File: src/hdl/simple_regression_fstat_assert.svh
// assertion macros shared by the regression block
`ifndef SIMPLE_REGRESSION_FSTAT_ASSERT_SVH
`define SIMPLE_REGRESSION_FSTAT_ASSERT_SVH

// implication checked on every edge outside reset
`define SFS_ASSERT(lbl, clk, rst_n, prop) \
  lbl: assert property (@(posedge clk) disable iff (!rst_n) prop) \
    else $error("sfs assertion failed");

// condition that must never hold outside reset
`define SFS_ASSERT_NEVER(lbl, clk, rst_n, cond) \
  lbl: assert property (@(posedge clk) disable iff (!rst_n) !(cond)) \
    else $error("sfs forbidden condition seen");

`endif

File: src/hdl/sfs_pkg.sv
`timescale 1ns / 1ps
package sfs_pkg;

  localparam int unsigned MAX_SAMPLES_DEF = 4096;
  // wide enough for (n-2) * sxy^2 << 16 and sxx*syy << 32
  localparam int unsigned BIG_W = 192;
  localparam int unsigned OPB_W = 64;
  localparam int unsigned QUO_W = 33;
  localparam int unsigned F_W   = 32;

  typedef enum logic [1:0] {
    FIT_OK    = 2'd0,
    FIT_DEGEN = 2'd1,
    FIT_SAT   = 2'd2
  } fit_status_e;

  typedef enum logic [3:0] {
    ST_IDLE,
    ST_XY,
    ST_XX,
    ST_YY,
    ST_CHK,
    ST_M1,
    ST_M2,
    ST_M3,
    ST_M4,
    ST_M5,
    ST_M6,
    ST_M7,
    ST_M8,
    ST_M9,
    ST_DIV,
    ST_DONE
  } sfs_state_e;

  typedef struct packed {
    logic start;
    logic neg;
  } mul_ctl_t;

  function automatic logic [OPB_W-1:0] mag64(input logic [OPB_W-1:0] v);
    mag64 = v[OPB_W-1] ? (~v + OPB_W'(1)) : v;
  endfunction

endpackage

File: src/hdl/sfs_div.sv
`timescale 1ns / 1ps
module sfs_div
  import sfs_pkg::*;
(
  input  logic             clk_i,
  input  logic             rst_ni,
  input  logic             start_i,
  input  logic [BIG_W-1:0] num_i,
  input  logic [BIG_W-1:0] den_i,
  output logic             done_o,
  output logic [QUO_W-1:0] quot_o
);

  localparam int unsigned CNT_W = $clog2(QUO_W + 1);

  logic             busy_q;
  logic [CNT_W-1:0] cnt_q;
  logic [BIG_W-1:0] rem_q;
  logic [BIG_W-1:0] den_q;
  logic [QUO_W-1:0] quot_q;
  logic             ge;

  assign ge     = (rem_q >= den_q);
  assign done_o = busy_q && (cnt_q == '0);
  assign quot_o = quot_q;

  always_ff @(posedge clk_i or negedge rst_ni) begin
    if (!rst_ni) begin
      busy_q <= 1'b0;
      cnt_q  <= '0;
    end else if (start_i) begin
      busy_q <= 1'b1;
      cnt_q  <= CNT_W'(QUO_W);
    end else if (done_o) begin
      busy_q <= 1'b0;
    end else if (busy_q) begin
      cnt_q <= cnt_q - CNT_W'(1);
    end
  end

  // restoring division, top step tests the divisor shifted by one less than the quotient width
  always_ff @(posedge clk_i) begin
    if (start_i) begin
      rem_q  <= num_i;
      den_q  <= den_i << (QUO_W - 1);
      quot_q <= '0;
    end else if (busy_q && (cnt_q != '0)) begin
      if (ge) begin
        rem_q <= rem_q - den_q;
      end
      quot_q <= {quot_q[QUO_W-2:0], ge};
      den_q  <= {1'b0, den_q[BIG_W-1:1]};
    end
  end

endmodule

File: config.mk
export PLATFORM = sky130hd
export DESIGN_NAME = sfs_div
export DESIGN_NICKNAME = d
export VERILOG_FILES = /design/src/hdl/simple_regression_fstat_assert.svh /design/src/hdl/sfs_pkg.sv /design/src/hdl/sfs_div.sv
export SDC_FILE = /design/constraint.sdc
export NUM_CORES = 1
export LEC_CHECK = 0
export BUFFER_PORTS_ARGS = -buffer_cell sky130_fd_sc_hd__buf_2
export CAP_MARGIN = 0
export CORE_ASPECT_RATIO = 1.25
export CORE_MARGIN = 1.5
export CORE_UTILIZATION = 50
export CTS_CLUSTER_SIZE = 16
export DETAILED_ROUTE_END_ITERATION = 6
export GPL_TIMING_DRIVEN = 0
export HOLD_SLACK_MARGIN = 0.05
export PLACE_DENSITY = 0.76
export SETUP_SLACK_MARGIN = 0.3
export SYNTH_ARGS = -nofsm -noshare
export SYNTH_HDL_FRONTEND = slang
export SYNTH_SLANG_ARGS = --single-unit
File: constraint.sdc
create_clock -name clk_i -period 19.5 [get_ports clk_i]
set_clock_uncertainty 0.05 [all_clocks]
set_input_delay 0.975 -clock clk_i [delete_from_list [all_inputs] [get_ports clk_i]]
set_output_delay 0.975 -clock clk_i [all_outputs]
set_load 0.005 [all_outputs]
# --- Word-level counts from Yosys, hierarchy flattened ---
# Index checks and enable logic that the tools add are counted.
totals:
  output_inout_bits: 34
  latchBits: 0
  wordCells: 30
  rom_bits: 0
  mem_count: 0
  reg_bits: 424
  input_bits: 387
  ramBits: 0
op_classes:
  div_mod_pow: 0
  bitwise: 0
  n_lt_le_gt_ge: 1
  muxes: 10
  add_sub_neg: 2
  n_reduce_logical: 10
  shift: 0
  mul: 0
  eq_ne: 1
ops:
  columns: ["op", "n"]
  rows:
  - ["two-way mux 192 bit", 5]
  - ["greater-or-equal comparator 192 bit", 1]
  - ["subtractor 192 bit", 1]
  - ["two-way mux 6 bit", 3]
  - ["nonzero test 2 bit", 4]
  - ["logical NOT 6 bit", 1]
  - ["nonzero test 6 bit", 1]
  - ["subtractor 6 x 1 -> 6 bit, second input constant", 1]
  - ["AND reduction 2 bit", 2]
  - ["logical AND 1 bit", 2]
  - ["two-way mux 1 bit", 2]
  - ["!= test 2 bit, second input constant", 1]

# --- Longest topological paths before layout ---
logic_depth:
  depth_word: 4
  ltp_mapped: 16
  mapped_depth_nobuf: 16

# --- Worst setup path before layout ---
# Ideal clock, no wire load.
synth_timing:
  kind: "flip-flop to flip-flop"
  from: "reg rem_q[24]"
  to: "reg rem_q[0], enable pin"
  slack_ps: 1697
  required_time_ps: 18424
  synth_period_minus_slack_ps: 17803
  arrival_ps: 16726
  path_buffers: 1
  setup_ps: 1026
  stages_incl_launch_ff: 13
  path_cell_list: "edfxtp_1 > ha_1 > clkbuf_1 > nand4_1 > nor4_1 > and3_1 > a21bo_2 > a31oi_2 > o41ai_4 > a21boi_1 > nand3_1 > a21oi_1 > o31ai_1"
synth_via:
  elab_chain_cells: 3
synth_lines:
  columns: ["item", "line_no", "source"]
  rows:
  - ["start: declaration", "sfs_div.sv:18", "logic [BIG_W-1:0] rem_q;"]
  - ["start signal: assignment", "sfs_div.sv:44", "rem_q <= num_i;"]
  - ["start signal: assignment", "sfs_div.sv:49", "rem_q <= rem_q - den_q;"]
  - ["greater-or-equal comparator 192 bit", "sfs_div.sv:23", "assign ge = (rem_q >= den_q);"]
  - ["nonzero test 2 bit (no source line)", null, null]
  - ["AND reduction 2 bit (no source line)", null, null]
# Every way passes these cells.
# A chain may end at the register's enable or synchronous reset.

# --- Worst setup path in the final report ---
layout_timing:
  from: "reg den_q[24]"
  to: "reg rem_q[74], enable pin"
layout_via:
  elab_chain_cells: 3
layout_lines:
  columns: ["item", "line_no", "source"]
  rows:
  - ["start: declaration", "sfs_div.sv:19", "logic [BIG_W-1:0] den_q;"]
  - ["start signal: assignment", "sfs_div.sv:45", "den_q <= den_i << (QUO_W - 1);"]
  - ["start signal: assignment", "sfs_div.sv:52", "den_q <= {1'b0, den_q[BIG_W-1:1]};"]
  - ["greater-or-equal comparator 192 bit", "sfs_div.sv:23", null]
  - ["nonzero test 2 bit (no source line)", null, null]
  - ["AND reduction 2 bit (no source line)", null, null]
# Every way passes these cells.

==> run metrics <==
Synth Area in Compound Gates 0.2573; syn_nets 4481; fill count 5952; initial antenna violation count 9; worst setup path category register to register; Die Width 228.9 microns; routed len/inst approximately 21 microns; global route hottest layer met2; RSZ-0062 raised after global routing false; mux share of post-synthesis cell area 0.003963; fmax 0.1711 GHz; clk slew on worst S/H paths 0.06 ns; Yosys warning count 0; post-route clock period utilization 0.2997; dpl cells 5141; CTS Root Cell clkbuf_16; most common cell after layout, fill and taps aside nand2_1; Non-Filler Instances 5227; CTS Buf Count 46; GRT Total Usage 0.3269; P_leak approximately 0.015 uW; Max Cap Viol 0; r2r worst-path depth 17; FP Rows 103; count of final max-slew check failures 0; WL final 110.2 mm; Post-synth top flop edfxtp_1; WP data required 19.76 ns; relative slew slack 0.04774; vias in the first global route around 30000; post-CTS resize count 0; clock buffer depth 3; count of final setup violators 0; Vias/cell approximately 6.0; Initial Util 0.5050; M2 GR Usage 0.5483; EDFF count, synth around 350; Core Util, Final 0.5820; Syn Area/Cell 8.177 sq um; Layout area overhead 15.24%; CP max FO 19; first-pass GRT wire length 167.7 mm; Worst Path Arrival 6.11 ns; largest net degree at the start of global routing 62; Hold Vio Cnt, Final 0; postcts setup bufs 0; number of routed nets with antenna violations 0; Critical Path Max Stage Delay 0.66 ns; Worst Setup Start Kind register; Clock Latency Late Sink roughly 0.63 ns; cell count after synthesis 3900; asr flop ratio synth 0.01651; largest family of logic cells by synthesized area compound AO/OA/AOI/OAI gates; CTS Sinks 424; post-synth cell types 91; Placeable Area 0.06315 sq mm; cell mode on critical path buf_8; slack of the critical path between 10 and 15 ns; die area roughly 0.065 sq mm; Final Critical Period 5.845 ns; Slowest-stage cell, CP nor4_1; # IOs 421; crit end category register; port bufs 387; peak supply drop 0.08708 mV; CTS tree built; most frequent cells in the layout nand2_1, buf_2, a21oi_1, edfxtp_1, o21ai_0; via count 31475; Worst Hold Class primary input to asynchronous set/reset pin; Yosys reg bits about 420; Multi-input gate area about 0.018 sq mm; r2r setup slk approximately 14 ns; mapped cell area 0.03189 sq mm; H-tree depth 2; initial drt markers 2892; gpl congestion 1.008; DRC Markers 0; post-synthesis sequential area ratio 0.3778; cts hold-fix bufs 0; share of post-route cells with drive strength above 1 0.1300; met1 Usage GRT 0.4118; final HPWL from detailed placement 88.09 mm; total grt overflow 0; met3 Use GR 0.05270; Post-Synth Adder-Cell Area 0.07635; Pwr Total 6955 uW; PD cells around 190 mW/mm^2; Final nets 4930; simple logic cell fraction of the synthesized area 0.1755; critical-path cell list inv_1, ha_1, clkbuf_1, nand4_1, nor4_1, and3_1, a21bo_2, a31oi_2, o41ai_4, a21boi_1, nand3_1, a21oi_1, o31ai_4, buf_16, buf_8, buf_8, buf_8; DP Worst Slack 13.74 ns; Slew @ Worst Pin 1.428 ns; outcome completed; Pre-antenna DRT Iters 6; XOR/XNOR Fraction of Synth Area 0.04944; Die Y approximately 290 microns; Seq. cell area about 0.012 sq mm
-- logic make-up after synthesis --
family                     after synthesis
and+or+nand+nor                       1279
muxes                                   12
AOI/OAI and AO/OA                     1318
DFF                                    424
adders and majority gates              194
buffers and inverters                  493
xor gates and xnor gates               180
-- final cells by class --
type | count | share of cell area
antenna | 1 | 0.00006809
buffer | 239 | 0.02588
clock buffer | 59 | 0.03636
clock inverter | 26 | 0.006843
inverter | 254 | 0.02594
multi-input combinational | 2983 | 0.4887
sequential | 424 | 0.3278
tap | 840 | 0.02860
timing repair buffer | 401 | 0.05978
-- Yosys cell counts, drive strengths merged (7+ instances only) --
library cell | n | share of area
o211ai | 14 | 0.0033
dfrtp | 7 | 0.0055
nor3 | 53 | 0.0085
nand4 | 116 | 0.024
inv | 254 | 0.030
nor2b | 13 | 0.0026
or3 | 15 | 0.0033
o21a | 30 | 0.0071
a21o | 113 | 0.027
o21bai | 67 | 0.016
a211oi | 14 | 0.0036
or2 | 11 | 0.0022
nor4 | 20 | 0.0044
a21boi | 17 | 0.0040
dfxtp | 65 | 0.041
mux2i | 7 | 0.0022
and2 | 12 | 0.0024
nand3 | 38 | 0.0060
nand2b | 10 | 0.0020
edfxtp | 352 | 0.33
a31oi | 34 | 0.0071
clkbuf | 201 | 0.024
o31ai | 185 | 0.044
a21oi | 399 | 0.063
o21ai | 369 | 0.058
buf | 38 | 0.0061
ha | 193 | 0.076
a2111oi | 7 | 0.0037
xor2 | 78 | 0.021
xnor2 | 102 | 0.028
nor2 | 228 | 0.027
nand2 | 733 | 0.086
and3 | 11 | 0.0023
-- path summary, 6_finish.rpt --
path                                                end               startpoint
max in group asynchronous          cnt_q[2]$_DFFE_PN0P_                   rst_ni
worst max register to register      rem_q[74]$_DFFE_PP_   den_q[24]$_SDFFE_PP0P_
worst min register to register  quot_o[32]$_SDFFE_PP0P_  quot_o[32]$_SDFFE_PP0P_
min in group clk_i              quot_o[32]$_SDFFE_PP0P_  quot_o[32]$_SDFFE_PP0P_
worst min-delay path                 busy_q$_DFFE_PN0P_                   rst_ni
worst max-delay path                rem_q[74]$_DFFE_PP_   den_q[24]$_SDFFE_PP0P_
-- report_power, final --
group	switching, uW	internal (uW)	total, uW
Sequential	105	1450	1560
Combinational	2920	1550	4460
Clock	412	521	933
-- layer usage --
metal | up-vias | share of wire
li1 | 14956 | -
met1 | 14805 | 0.40
met2 | 1406 | 0.47
met3 | 292 | 0.077
met4 | 16 | 0.051
met5 | - | 0.00083
-- worst max-delay path, delay by kind of cell, from the launching register on --
kind / cells / cell delay (ns)
compound gates: 6 / 2.22
simple gates: 4 / 1.40
buf+inv: 6 / 1.21
flops: 1 / 0.36
fa+ha+maj: 1 / 0.26
-- metrics by stage --
stage	hold slack, ns	area (sq um)	setup TNS, ns
5_1_grt	0.1360	36750	0
3_5_place_dp	0.3948	35160	0
4_1_cts	0.1199	36750	0
6_report	0.1328	36750	0
3_3_place_gp	0.3927	34880	-1417.06
2_1_floorplan	0.3900	31890	0
-- flip-flops by register name, indices dropped and copies added, names as in the netlist --
register  cells
cnt_q         6
busy_q        1
rem_q       192
den_q       192
quot_o       33
Note: power is estimated with default switching activity, not from simulation.
